`src/design/btc_pkg.sv`:
```
// ----------------------------------------------------------------------------
// btc_pkg
// Shared types and constants of the bracketed Latin text classifier: the
// channel payloads, the UTF-8 decoder state and the code point limits.
// ----------------------------------------------------------------------------
package btc_pkg;

    typedef struct packed {
        logic [7:0] byte_value;
        logic       last;
    } in_item_t;

    typedef struct packed {
        logic framing_ok;
        logic is_annotation;
    } out_item_t;

    typedef struct packed {
        logic [15:0] code_accum;
        logic [1:0]  bytes_pending;
        logic [1:0]  sequence_length;
        logic        body_fail;
        logic        seen_letter;
    } dec_state_t;

    // Opening and closing bracket markers (fullwidth brackets in UTF-8).
    localparam logic [7:0] OPEN_0  = 8'hEF;
    localparam logic [7:0] OPEN_1  = 8'hBC;
    localparam logic [7:0] OPEN_2  = 8'hBB;
    localparam logic [7:0] CLOSE_0 = 8'hEF;
    localparam logic [7:0] CLOSE_1 = 8'hBC;
    localparam logic [7:0] CLOSE_2 = 8'hBD;

    // Encoded sequence lengths.
    localparam logic [1:0] LEN_ONE   = 2'd1;
    localparam logic [1:0] LEN_TWO   = 2'd2;
    localparam logic [1:0] LEN_THREE = 2'd3;

    // Smallest code points that need two or three bytes.
    localparam logic [15:0] MIN_TWO_BYTE   = 16'h0080;
    localparam logic [15:0] MIN_THREE_BYTE = 16'h0800;

    localparam logic [15:0] SURROGATE_LO = 16'hD800;
    localparam logic [15:0] SURROGATE_HI = 16'hDFFF;
    localparam logic [15:0] COMBINING_LO = 16'h0300;
    localparam logic [15:0] COMBINING_HI = 16'h036F;
    localparam logic [15:0] LATIN_LO     = 16'h00C0;
    localparam logic [15:0] LATIN_HI     = 16'h017F;
    localparam logic [15:0] TIMES_SIGN   = 16'h00D7;
    localparam logic [15:0] DIVIDE_SIGN  = 16'h00F7;
    localparam logic [15:0] LATIN_ADD_LO = 16'h1E00;
    localparam logic [15:0] LATIN_ADD_HI = 16'h1EFF;

    localparam logic [15:0] UPPER_A    = 16'h0041;
    localparam logic [15:0] UPPER_Z    = 16'h005A;
    localparam logic [15:0] LOWER_A    = 16'h0061;
    localparam logic [15:0] LOWER_Z    = 16'h007A;
    localparam logic [15:0] CHAR_SPACE = 16'h0020;
    localparam logic [15:0] CHAR_APOS  = 16'h0027;
    localparam logic [15:0] CHAR_DASH  = 16'h002D;
    localparam logic [15:0] CHAR_COLON = 16'h003A;
    localparam logic [15:0] DIGIT_ZERO = 16'h0030;
    localparam logic [15:0] DIGIT_FIVE = 16'h0035;

    localparam logic [2:0] COUNT_MAX       = 3'd7;
    localparam logic [2:0] BODY_START      = 3'd6;
    localparam logic [2:0] OPEN_MARK_BYTES = 3'd3;

endpackage

```
`src/design/btc_decode.sv`:
```
// ----------------------------------------------------------------------------
// btc_decode
// One body byte through the UTF-8 decoder: accumulates multi-byte
// characters and classifies each finished character.
// ----------------------------------------------------------------------------
module btc_decode (
    input  logic                  en,
    input  logic [7:0]            byte_value,
    input  btc_pkg::dec_state_t   cur,
    output btc_pkg::dec_state_t   nxt
);

    // Returns {fail, letter} for one finished character.
    function automatic logic [1:0] check_char(input logic [15:0] c, input logic [1:0] len);
        logic bad_form;
        logic letter;
        logic mark;
        logic sep;
        bad_form = (len == btc_pkg::LEN_TWO && c < btc_pkg::MIN_TWO_BYTE) ||
                   (len == btc_pkg::LEN_THREE && c < btc_pkg::MIN_THREE_BYTE) ||
                   (c >= btc_pkg::SURROGATE_LO && c <= btc_pkg::SURROGATE_HI);
        letter = (c >= btc_pkg::UPPER_A && c <= btc_pkg::UPPER_Z) ||
                 (c >= btc_pkg::LOWER_A && c <= btc_pkg::LOWER_Z) ||
                 (c >= btc_pkg::LATIN_LO && c <= btc_pkg::LATIN_HI &&
                  c != btc_pkg::TIMES_SIGN && c != btc_pkg::DIVIDE_SIGN) ||
                 (c >= btc_pkg::LATIN_ADD_LO && c <= btc_pkg::LATIN_ADD_HI);
        mark = c >= btc_pkg::COMBINING_LO && c <= btc_pkg::COMBINING_HI;
        sep = c == btc_pkg::CHAR_SPACE || c == btc_pkg::CHAR_APOS ||
              c == btc_pkg::CHAR_DASH || c == btc_pkg::CHAR_COLON ||
              (c >= btc_pkg::DIGIT_ZERO && c <= btc_pkg::DIGIT_FIVE);
        if (bad_form)
        begin
            return 2'b10;
        end
        return {!(letter || mark || sep), letter};
    endfunction

    logic [15:0] cont_accum;
    logic [1:0]  chk_ascii;
    logic [1:0]  chk_multi;

    assign cont_accum = {cur.code_accum[9:0], byte_value[5:0]};
    assign chk_ascii  = check_char({8'd0, byte_value}, btc_pkg::LEN_ONE);
    assign chk_multi  = check_char(cont_accum, cur.sequence_length);

    always_comb
    begin
        nxt = cur;
        if (en)
        begin
            if (cur.bytes_pending == 2'd0)
            begin
                if (!byte_value[7])
                begin
                    nxt.body_fail   = cur.body_fail | chk_ascii[1];
                    nxt.seen_letter = cur.seen_letter | chk_ascii[0];
                end
                else if (byte_value[7:5] == 3'b110)
                begin
                    nxt.code_accum      = {11'd0, byte_value[4:0]};
                    nxt.bytes_pending   = 2'd1;
                    nxt.sequence_length = btc_pkg::LEN_TWO;
                end
                else if (byte_value[7:4] == 4'b1110)
                begin
                    nxt.code_accum      = {12'd0, byte_value[3:0]};
                    nxt.bytes_pending   = 2'd2;
                    nxt.sequence_length = btc_pkg::LEN_THREE;
                end
                else
                begin
                    nxt.body_fail = 1'b1;
                end
            end
            else if (byte_value[7:6] != 2'b10)
            begin
                nxt.body_fail     = 1'b1;
                nxt.bytes_pending = 2'd0;
            end
            else
            begin
                nxt.code_accum    = cont_accum;
                nxt.bytes_pending = cur.bytes_pending - 2'd1;
                if (cur.bytes_pending == 2'd1)
                begin
                    nxt.body_fail   = cur.body_fail | chk_multi[1];
                    nxt.seen_letter = cur.seen_letter | chk_multi[0];
                end
            end
        end
    end

endmodule

```
`src/design/bracketed_latin_text_classifier.sv`:
```
// ----------------------------------------------------------------------------
// bracketed_latin_text_classifier
// Classifies a bracketed comment string, fed one byte per transaction, as
// framed and as valid Latin pronunciation text.
// ----------------------------------------------------------------------------
// Usage:
//   The byte channel (byte_valid, byte_stall, byte_data) carries one byte of
//   the comment per transaction, with last set on the final byte. The result
//   channel (result_valid, result_stall, result_data) carries one
//   transaction per comment, issued only for the final byte.
//   Each byte is captured in an input register; from there the decode and
//   classification logic updates the running state and, for a final byte,
//   loads the result register. One byte is taken every cycle unless
//   byte_stall is raised by a waiting final byte.
//   After a result is produced, all running state returns to its reset value
//   so the next comment starts clean.
//   When the receiver stalls, the result register holds; non-final bytes
//   keep flowing, and a final byte waits in the input register, with
//   byte_stall raised, until the result register is free.
//   Reset clears the valid flags and running state; no result is pending afterward.
// ----------------------------------------------------------------------------
module bracketed_latin_text_classifier (
    input  logic               clk,
    input  logic               rst_n,
    input  logic               byte_valid,
    output logic               byte_stall,
    input  btc_pkg::in_item_t  byte_data,
    output logic               result_valid,
    input  logic               result_stall,
    output btc_pkg::out_item_t result_data
);

    logic                s1_valid_reg;
    btc_pkg::in_item_t   s1_item_reg;
    logic [7:0]          recent_reg [3];
    logic [7:0]          recent_next [3];
    logic [2:0]          count_reg;
    logic [2:0]          count_next;
    logic                prefix_bad_reg;
    logic                prefix_bad_next;
    btc_pkg::dec_state_t dec_reg;
    btc_pkg::dec_state_t dec_step;
    btc_pkg::dec_state_t dec_next;
    logic                out_valid_reg;
    btc_pkg::out_item_t  out_item_reg;
    btc_pkg::out_item_t  out_item_next;

    logic       out_free;
    logic       s1_fire;
    logic       body_en;
    logic [7:0] open_byte;
    logic       framed;

    assign out_free   = !out_valid_reg || !result_stall;
    assign s1_fire    = s1_valid_reg && (!s1_item_reg.last || out_free);
    assign byte_stall = s1_valid_reg && !s1_fire;
    assign body_en    = count_reg >= btc_pkg::BODY_START;

    always_comb
    begin
        case (count_reg[1:0])
            2'd0:    open_byte = btc_pkg::OPEN_0;
            2'd1:    open_byte = btc_pkg::OPEN_1;
            default: open_byte = btc_pkg::OPEN_2;
        endcase
    end

    btc_decode u_decode (
        .en         (body_en),
        .byte_value (recent_reg[0]),
        .cur        (dec_reg),
        .nxt        (dec_step)
    );

    always_comb
    begin
        prefix_bad_next = prefix_bad_reg ||
                          (count_reg < btc_pkg::OPEN_MARK_BYTES &&
                           s1_item_reg.byte_value != open_byte);

        framed = (count_reg >= btc_pkg::BODY_START) && !prefix_bad_next &&
                 recent_reg[1] == btc_pkg::CLOSE_0 &&
                 recent_reg[2] == btc_pkg::CLOSE_1 &&
                 s1_item_reg.byte_value == btc_pkg::CLOSE_2;
        out_item_next.framing_ok    = framed;
        out_item_next.is_annotation = framed && !dec_step.body_fail &&
                                      dec_step.bytes_pending == 2'd0 &&
                                      dec_step.seen_letter;

        // The final byte of a comment returns everything to its reset value.
        if (s1_item_reg.last)
        begin
            recent_next[0] = 8'd0;
            recent_next[1] = 8'd0;
            recent_next[2] = 8'd0;
            count_next     = 3'd0;
            dec_next       = '0;
        end
        else
        begin
            recent_next[0] = recent_reg[1];
            recent_next[1] = recent_reg[2];
            recent_next[2] = s1_item_reg.byte_value;
            count_next     = (count_reg == btc_pkg::COUNT_MAX) ? count_reg
                                                               : count_reg + 3'd1;
            dec_next       = dec_step;
        end
    end

    always_ff @(posedge clk or negedge rst_n)
    begin
        if (!rst_n)
        begin
            s1_valid_reg   <= 1'b0;
            recent_reg[0]  <= 8'd0;
            recent_reg[1]  <= 8'd0;
            recent_reg[2]  <= 8'd0;
            count_reg      <= 3'd0;
            prefix_bad_reg <= 1'b0;
            dec_reg        <= '0;
            out_valid_reg  <= 1'b0;
        end
        else
        begin
            if (byte_valid && !byte_stall)
            begin
                s1_valid_reg <= 1'b1;
            end
            else if (s1_fire)
            begin
                s1_valid_reg <= 1'b0;
            end

            if (s1_fire)
            begin
                recent_reg     <= recent_next;
                count_reg      <= count_next;
                prefix_bad_reg <= prefix_bad_next && !s1_item_reg.last;
                dec_reg        <= dec_next;
            end

            if (s1_fire && s1_item_reg.last)
            begin
                out_valid_reg <= 1'b1;
            end
            else if (!result_stall)
            begin
                out_valid_reg <= 1'b0;
            end
        end
    end

    always_ff @(posedge clk)
    begin
        if (byte_valid && !byte_stall)
        begin
            s1_item_reg <= byte_data;
        end
        if (s1_fire && s1_item_reg.last)
        begin
            out_item_reg <= out_item_next;
        end
    end

    assign result_valid = out_valid_reg;
    assign result_data  = out_item_reg;

    // A new result only ever follows a final byte leaving the input register.
    assert property (@(posedge clk) disable iff (!rst_n)
        $rose(out_valid_reg) |-> $past(s1_valid_reg && s1_item_reg.last))
        else $error("result issued without a final byte");

    // Running state is clear after each comment.
    assert property (@(posedge clk) disable iff (!rst_n)
        (s1_fire && s1_item_reg.last) |=>
            (count_reg == 3'd0 && !prefix_bad_reg && dec_reg == '0))
        else $error("state not cleared after a comment");

    // An annotation is always framed.
    assert property (@(posedge clk) disable iff (!rst_n)
        out_valid_reg |-> (!out_item_reg.is_annotation || out_item_reg.framing_ok))
        else $error("annotation without framing");

    // The decoder never expects more than two continuation bytes.
    assert property (@(posedge clk) disable iff (!rst_n)
        dec_reg.bytes_pending != 2'd3)
        else $error("bad continuation count");

endmodule

```
`config.mk`:
```
export PLATFORM = sky130hd
export DESIGN_NAME = bracketed_latin_text_classifier
export DESIGN_NICKNAME = d
export VERILOG_FILES = /design/src/design/btc_pkg.sv /design/src/design/btc_decode.sv /design/src/design/bracketed_latin_text_classifier.sv
export SDC_FILE = /design/constraint.sdc
export NUM_CORES = 1
export LEC_CHECK = 0
export ABC_AREA = 1
export CAP_MARGIN = 25
export CORE_ASPECT_RATIO = 1.5
export CORE_MARGIN = 2
export CORE_UTILIZATION = 54
export DETAILED_ROUTE_END_ITERATION = 16
export DONT_BUFFER_PORTS = 1
export MAX_ROUTING_LAYER = met4
export PLACE_DENSITY = 0.77
export SYNTH_ARGS = -nofsm -noshare
export SYNTH_HDL_FRONTEND = slang
export SYNTH_SLANG_ARGS = --single-unit
```
`constraint.sdc`:
```
create_clock -name clk -period 2 [get_ports clk]
set_input_delay 0.1 -clock clk [delete_from_list [all_inputs] [get_ports clk]]
set_output_delay 0.1 -clock clk [all_outputs]
set_load 0.05 [all_outputs]
```
==> results of run 1 <==
[Yosys cell counts, drive strengths merged]
cell type	number
o22ai	21
a21oi	13
o31ai	2
ha	9
a21boi	1
nor3	3
o211ai	2
clkbuf	6
nand4	11
dfrtp	46
o221ai	1
nand2	57
and3	1
clkinv	1
o21ai	32
inv	59
nor4	2
nand3	40
o21bai	1
buf	4
nor2	40
o2111ai	1
o21a	2
edfxtp	11
[cells in the final DEF (no fill, tap or decap), types with 8 or more instances in the layout]
cell,instances
nor2_1,33
edfxtp_1,11
dfrtp_2,11
buf_4,15
inv_2,8
ha_1,9
inv_1,51
dlygate4sd3_1,13
o21ai_0,26
nand4_1,11
dfrtp_1,35
clkbuf_8,10
o22ai_1,21
nand3_1,38
nand2_1,53
a21oi_1,10
[what timing repair did]
action / CTS / global route
endpoints found under the hold margin: 57 / 0
gates resized for setup: 1 / 23
setup endpoints to repair: 1 / 5
pin swaps: 0 / 3
setup buffers: 0 / 6
hold buffers: 14 / 0
[path summary, 6_finish.rpt]
check	start	end	slack (ps)	cells after the start
max in group asynchronous	rst_n	count_reg[1]	1490	2
setup / recovery	dec_reg[11]	result_data[0]	140	14
hold reg to reg	result_valid	result_valid	520	2
min in group clk	result_stall	s1_item_reg[0]	330	4
hold / removal	rst_n	dec_reg[13]	280	2
setup reg to reg	dec_reg[11]	result_data[0]	140	14
[metal layers]
metal,routed length [um],up-vias,track usage
li1,-,1297,-
met1,2680,1252,0.263
met2,3990,76,0.463
met3,261,18,0.0351
met4,151,0,0.151
met5,0,-,-
[per-stage QoR]
step                      setup TNS [ps]  setup WS [ps]  std cells  area [um^2]
after global placement                 0           83.1        435         3130
after global routing               -7.60          -7.60        471         3590
after floorplan                        0            172        366         3030
after detailed placement               0           22.6        435         3130
after CTS                              0           50.6        465         3500
final                                  0            139        471         3590
[cells by family after synthesis]
logic type / share of synthesized area
compound gates: 0.148
fa+ha+maj: 0.0371
buf+inv: 0.0920
flops: 0.489
simple gates: 0.234
[power by group through the flow]
stage          combinational, uW  sequential, uW  clock [uW]
2_1_floorplan                304            1340           0
3_3_place_gp                 384            1350           0
3_5_place_dp                 391            1360           0
4_1_cts                      440            1330        1150
5_1_grt                      512            1350        1200
6_report                     458            1340        1130
[layout make-up]
class / count / share of cell area
Multi-Input combinational cell: 239 / 0.362
Timing Repair Buffer: 29 / 0.0753
Clock buffer: 10 / 0.0384
Sequential cell: 57 / 0.417
Tap cell: 70 / 0.0244
Clock inverter: 6 / 0.0202
Inverter: 60 / 0.0631
==> impl_metrics.toml, run 1 <==
[run_status]
status = "finished clean"

[timing]
timing.final.crit_share = 0.930
tightest_slew_ps = 472
fin_worst_skew_ps = 9.15
period_minus_slack_ps = 1860
timing.hold.ws_ps = 280
setup-violations-final = 0
relSlewSlack = 0.686
fmax_ghz = 0.537
finalHoldViolCount = 0
slew_viol_final = 0

[yosys]
synth_cells = 366
synth.top_cell.area_share = 0.380
syn_nets = 388
seq_area_frac_synth = 0.489
yosysTopAreaCell = "dfrtp_1"
syn_avg_cell_area_um2 = 8.28
yosysWarnings = 0
synth_cell_types = 35
synth_area_mm2 = 0.00303
synth_area_leaders = "dfrtp_1 38%, edfxtp_1 11%, inv_1 6.7%"
synth.ff_latch_count = 57

[routing]
ant_nets = 0
vias = 2643
viasPerCell = 5.61
firstDrtPassIters = 4
wl_per_cell_um = 15.0
drc = 0
finalWirelength_mm = 7.08
drt_iter0_markers = 151

[power_and_ir_drop]
cellLeakagePower_uw = 0.00159
total_power_uw = 2930
pwr-share-comb = 0.156
p_seq_frac = 0.458
netSwitchingFraction = 0.294
clkPwrFrac = 0.386
switching_power_uw = 860
p_int_uw = 2070
max-vdd-ir-drop_v = 0.000705
power_density_mw_per_mm2 = 816

[layout]
nets = 418
num_antenna_cells = 0
largest_reg_flops = 24
fill_cells = 439
multiInputGateArea_mm2 = 0.00130
final_core_util = 0.658
drive_gt1_frac = 0.180
regArea_mm2 = 0.00150
area_growth_pct = 18.4

[worst_setup_path]
startpoint_type = "flop"
crit_buf_inv = 0
worst_path_most_repeated_cell = "nand2_1"
crit_path_max_fanout = 6
worstPathRequired_ps = 2100
critical_path_class = "reg -> reg"
critPathTopFamily = "simple AND/OR/NAND/NOR gates"
crit_path_top_delay_cell = "dfrtp_1"
max_stage_delay_ps = 420
crit_chain = "nor2_2 > nand2_1 > nor2_4 > nand3_1 > nand2_1 > nand3_2 > o21bai_2 > nand2_1 > nand2_1 > nand2_1 > nand2_1 > nand2_2 > nand2_1 > nor2_2"
cp.arrival_ps = 1960
cp-end-kind = "flop"

[floorplanning]
die_w_um = 65.2
die-area_mm2 = 0.00624
die_height_um = 95.8
start_util = 0.556
num_io_pins = 17
rows = 33
core_area_mm2 = 0.00545

[grt]
grt_pass1_vias = 2656
grt_pass1_wl_mm = 11.7
antenna_found_initial = 0
grt_max_degree = 47
grt.total_usage = 0.257
grt_remaining_overflow = 0

[cts]
cts_root_buf = "clkbuf_8"
clkLatencyLatePin_ps = 340
cts_num_sinks = 57
cts_buffers = 9
cts_tree = "done"
cts.clk_slew.worst_paths_ps = 70
cts-htree-levels = 3
ctsLongestPathBuffers = 2

[place]
finalWeightedCongestion = 0.965
io_buffer_count = 0
dp_hpwl_mm = 4.85

[flow_run]
cap_violations = 0

[min_path]
hold_path.class = "in -> async"
(Power assumes the default switching activity.)
==> run 2: changes to the inputs <==
--- a/config.mk
+++ b/config.mk
@@ -7,7 +7,7 @@
 export LEC_CHECK = 0
 export ABC_AREA = 1
 export CAP_MARGIN = 25
-export CORE_ASPECT_RATIO = 1.5
+export CORE_ASPECT_RATIO = 0.8
 export CORE_MARGIN = 2
 export CORE_UTILIZATION = 54
 export DETAILED_ROUTE_END_ITERATION = 16
==> impl_metrics.toml, run 2 (synthesis gave the netlist of run 1 again) <==
[cts]
cts_tree = "done"
cts-htree-levels = 3
cts_buffers = 9
cts_root_buf = "clkbuf_8"
cts_num_sinks = 57
cts.clk_slew.worst_paths_ps = 60
ctsLongestPathBuffers = 2
clkLatencyLatePin_ps = 350

[worst_setup_path]
cp-end-kind = "flop"
critical_path_class = "reg -> reg"
cp.arrival_ps = 2200
crit_path_max_fanout = 5
startpoint_type = "flop"
worstPathRequired_ps = 2220

[flow_run]
cap_violations = 0

[place]
dp_hpwl_mm = 5.03
placed_area_mm2 = 0.00329
finalWeightedCongestion = 0.920
io_buffer_count = 0

[floorplanning]
die-area_mm2 = 0.00623
rows = 24
die_w_um = 87.8
die_height_um = 71.0
core_area_mm2 = 0.00544
start_util = 0.558
num_io_pins = 17

[timing]
period_minus_slack_ps = 1980
fin_worst_skew_ps = 4.08
setup_tns_ps = 0
timing.hold.ws_ps = 175
finalHoldViolCount = 0
tightest_slew_ps = 478
setup-violations-final = 0
relSlewSlack = 0.682
timing.final.crit_share = 0.990
fmax_ghz = 0.505
slew_viol_final = 0

[routing]
wl_per_cell_um = 15.0
viasPerCell = 5.58
ant_nets = 0
drc = 0
drt_iter0_markers = 268
vias = 2761
firstDrtPassIters = 5
finalWirelength_mm = 7.43

[power_and_ir_drop]
max-vdd-ir-drop_v = 0.000520
power_density_mw_per_mm2 = 780
cellLeakagePower_uw = 0.00167

[layout]
drive_gt1_frac = 0.194
nets = 434
area_growth_pct = 23.0
layout_common_cells = "53 x nand2_1, 52 x inv_1, 42 x dfrtp_1"
finalInstanceArea_mm2 = 0.00373
fill_cells = 407
num_antenna_cells = 0
layout_commonest_cell = "nand2_1"
largest_reg_flops = 24

[min_path]
hold_path.class = "in -> reg"

[grt]
grt_remaining_overflow = 0
grt_max_degree = 47
grt_pass1_wl_mm = 12.0
grt.total_usage = 0.261
grt_pass1_vias = 2559
antenna_found_initial = 0

[run_status]
status = "finished clean"
## run 2: repair_timing
item,CTS,global route
endpoints found under the setup margin,1,1
buffers inserted,0,2
hold buffers,14,0
endpoints found under the hold margin,57,0
pin swaps,0,7
resized for setup,2,22
## run 2: routing by layer
layer,up-vias,wire length (um),track usage
li1,1324,-,-
met1,1279,3230,0.351
met2,132,3480,0.386
met3,26,514,0.0642
met4,0,208,0.0940
met5,-,0,-
## run 2: cell type report
type | instances | area (um^2) | area share
clock buffers | 10 | 128 | 0.0342
inverters | 60 | 234 | 0.0628
multi-input cells | 239 | 1330 | 0.356
clock inverters | 6 | 58.8 | 0.0158
repair buffers | 45 | 398 | 0.107
flip-flops and latches | 57 | 1490 | 0.399
well taps | 78 | 97.6 | 0.0262
## run 2: power by group
part | total, uW | switching [uW] | internal [uW] | leakage, uW
Clock | 1030 | 466 | 565 | 0.0000897
Sequential | 1330 | 67.8 | 1270 | 0.000721
Combinational | 544 | 321 | 223 | 0.000864
## run 2: per-stage QoR
step                      utilization  setup WS, ps  total power [uW]  instances
after detailed placement        0.606          -135              1770        463
final                           0.686          20.5              2910        495
after global placement          0.605          -140              1760        462
after global routing            0.686          -107              3040        495
after floorplan                     -           172              1650        366
after CTS                       0.670          21.9              2850        493
## run 2: critical path, stage by stage, from the launching register on
cell     delay [ps]
dfrtp_2         450
buf_6           150
inv_8            60
ha_4            130
buf_4           100
nor2_1           40
a21oi_1         110
o21ai_0         160
o21ai_2         230
nand2_1         110
nor3_2          160
nand2_1          80
nor2_2           70
## run 2: final timing paths
check | start | endpoint | slack, ps | cells after the start
min reg2reg | result_valid | result_valid | 520 | 2
min | result_stall | s1_item_reg[0] | 170 | 3
max reg2reg | count_reg[1] | result_data[0] | 20 | 12
min in group asynchronous | rst_n | dec_reg[11] | 250 | 2
max | count_reg[1] | result_data[0] | 20 | 12
max in group asynchronous | rst_n | dec_reg[10] | 1510 | 2
==> run 3: changes to the inputs <==
--- a/config.mk
+++ b/config.mk
@@ -5,7 +5,6 @@
 export SDC_FILE = /design/constraint.sdc
 export NUM_CORES = 1
 export LEC_CHECK = 0
-export ABC_AREA = 1
 export CAP_MARGIN = 25
 export CORE_ASPECT_RATIO = 0.8
 export CORE_MARGIN = 2
==> impl_metrics.toml, run 3 <==
[layout]
area_growth_pct = 22.4
regArea_mm2 = 0.00148
fill_cells = 411
num_antenna_cells = 0
nets = 390
largest_reg_flops = 24
drive_gt1_frac = 0.147
layout_commonest_cell = "nand2_1"
final_cell_count_no_fill = 451
multiInputGateArea_mm2 = 0.00150
layout_common_cells = "81 x nand2_1, 46 x dfrtp_1, 27 x buf_4"

[power_and_ir_drop]
total_power_uw = 3040
netSwitchingFraction = 0.258
pwr-share-comb = 0.131
clkPwrFrac = 0.423
p_int_uw = 2250
p_seq_frac = 0.446
cellLeakagePower_uw = 0.00164
power_density_mw_per_mm2 = 819
max-vdd-ir-drop_v = 0.000540
switching_power_uw = 784

[routing]
vias = 2616
wl_per_cell_um = 15.7
drt_iter0_markers = 275
viasPerCell = 5.80
drc = 0
ant_nets = 0
firstDrtPassIters = 4
finalWirelength_mm = 7.08

[place]
dpl_worst_slack_ps = -62.0
finalWeightedCongestion = 0.907
dp_hpwl_mm = 4.51
io_buffer_count = 0
dp.cells = 421

[yosys]
synth_top_family_by_area = "simple AND/OR/NAND/NOR gates"
muxShareOfSynthArea = 0
yosys.area_share.simple = 0.299
ys.flop_type = "dfrtp_1"
synth.ff_latch_count = 57
synth_cell_types = 53
yosys-top-cells-count = "81 x nand2_1, 46 x dfrtp_1, 24 x nand3b_1, 24 x o21ai_0, 17 x nor2_1"
yosysWarnings = 0
seq_area_frac_synth = 0.489
synth_area_leaders = "dfrtp_1 38%, edfxtp_1 11%, nand2_1 10%"
syn_avg_cell_area_um2 = 9.07
yosysTopAreaCell = "dfrtp_1"
synth_most_common_cell = "nand2_1"
syn_nets = 356
synth_edf_count = 11
synth_compound_area_frac = 0.135
synth_xor_area_frac = 0.00578
synthAdderAreaFrac = 0.0372
synth_cells = 334
synth-async-reset-ratio = 0.807
synth.top_cell.area_share = 0.380
synth_area_mm2 = 0.00303

[timing]
relSlewSlack = 0.683
fin_worst_skew_ps = 10.8
finalHoldViolCount = 0
setup-violations-final = 1
timing.final.crit_share = 1.03
period_minus_slack_ps = 2060
timing.final.ws_setup_ps = -57.6
slew_viol_final = 0
setup_tns_ps = -57.6
fmax_ghz = 0.486
timing.hold.ws_ps = 208
rsz0062_at_grt = "yes"
tightest_slew_ps = 471

[floorplanning]
die-area_mm2 = 0.00623
start_util = 0.557
die_height_um = 71.0
rows = 24
core_area_mm2 = 0.00544
die_w_um = 87.7
num_io_pins = 17

[cts]
cts_num_sinks = 57
clkLatencyLatePin_ps = 340
cts-htree-levels = 3
ctsLongestPathBuffers = 2
cts.clk_slew.worst_paths_ps = 70
postCtsSetupRepairBufs = 0
cts_root_buf = "clkbuf_8"
cts_tree = "done"
cts_buffers = 9

[flow_run]
cap_violations = 0

[grt]
grt.total_usage = 0.252
grt_max_degree = 47
grt_pass1_wl_mm = 11.6
antenna_found_initial = 0
grt_remaining_overflow = 0
grt_pass1_vias = 2431

[worst_setup_path]
cp-end-kind = "flop"
worst_path_most_repeated_cell = "o211ai_1"
crit_path_max_fanout = 2
startpoint_type = "flop"
crit_path_top_delay_cell = "or4_4"
reg2regPathDepth = 6
cp.arrival_ps = 2260
max_stage_delay_ps = 430
crit_chain = "or3_4 > or4_4 > o31ai_4 > o211ai_1 > o211ai_1 > and4bb_1"
critical_path_class = "reg -> reg"
worstPathRequired_ps = 2210

[run_status]
violations = "setup timing"
status = "complete, but fails checks"

[min_path]
whs_path_depth = 1
hold_path.class = "in -> reg"
[run 3: path summary, 6_finish.rpt]
path / startpoint / end / slack (ps)
hold reg to reg: prefix_bad_reg / prefix_bad_reg / 490
setup / recovery: dec_reg[14] / result_data[0] / -60
setup reg to reg: dec_reg[14] / result_data[0] / -60
hold / removal: byte_valid / s1_item_reg[0] / 210
min in group asynchronous: rst_n / s1_valid_reg / 250
max in group asynchronous: rst_n / recent_reg[20] / 1530
[run 3: stage by stage]
stage          area [um^2]   util
6_report              3710  0.682
5_1_grt               3710  0.682
4_1_cts               3660  0.673
3_5_place_dp          3260  0.601
3_3_place_gp          3260  0.601
2_1_floorplan         3030      -
[run 3: area by class of cell]
| class | count | share of cell area |
|---|---|---|
| timing repair buffer | 41 | 0.0972 |
| inverter | 9 | 0.00911 |
| sequential | 57 | 0.399 |
| clock buffer | 10 | 0.0344 |
| tap | 78 | 0.0263 |
| clock inverter | 6 | 0.0287 |
| multi-input combinational | 250 | 0.405 |
[run 3: timing repair]
action,CTS,global route
pin swaps,5,5
gates resized for setup,2,10
setup endpoints to repair,2,12
hold endpoints to repair,57,0
hold buffers,14,0
[run 3: layer usage]
| metal | routed length [um] | GRT usage |
|---|---|---|
| met1 | 3220 | 0.342 |
| met3 | 574 | 0.0875 |
| met5 | 0 | - |
| met4 | 138 | 0.0769 |
| met2 | 3150 | 0.357 |
[run 3: logic make-up after synthesis]
family | count (synthesis)
DFF | 57
and+or+nand+nor | 174
AOI/OAI and AO/OA | 65
buffers and inverters | 27
xor gates and xnor gates | 2
adders and majority gates | 9
[run 3: power by group through the flow]
stage                     clock [uW]  combinational [uW]  sequential [uW]
after global routing            1350                 440             1360
after CTS                       1300                 386             1350
after floorplan                    0                 242             1360
after detailed placement           0                 336             1370
after global placement             0                 321             1370
final                           1280                 399             1350
[run 3: critical path, delay by kind of cell (launching register included)]
kind / cells / cell delay [ps]
AOI/OAI and AO/OA: 3 / 510
DFF: 1 / 370
and+or+nand+nor: 3 / 1030
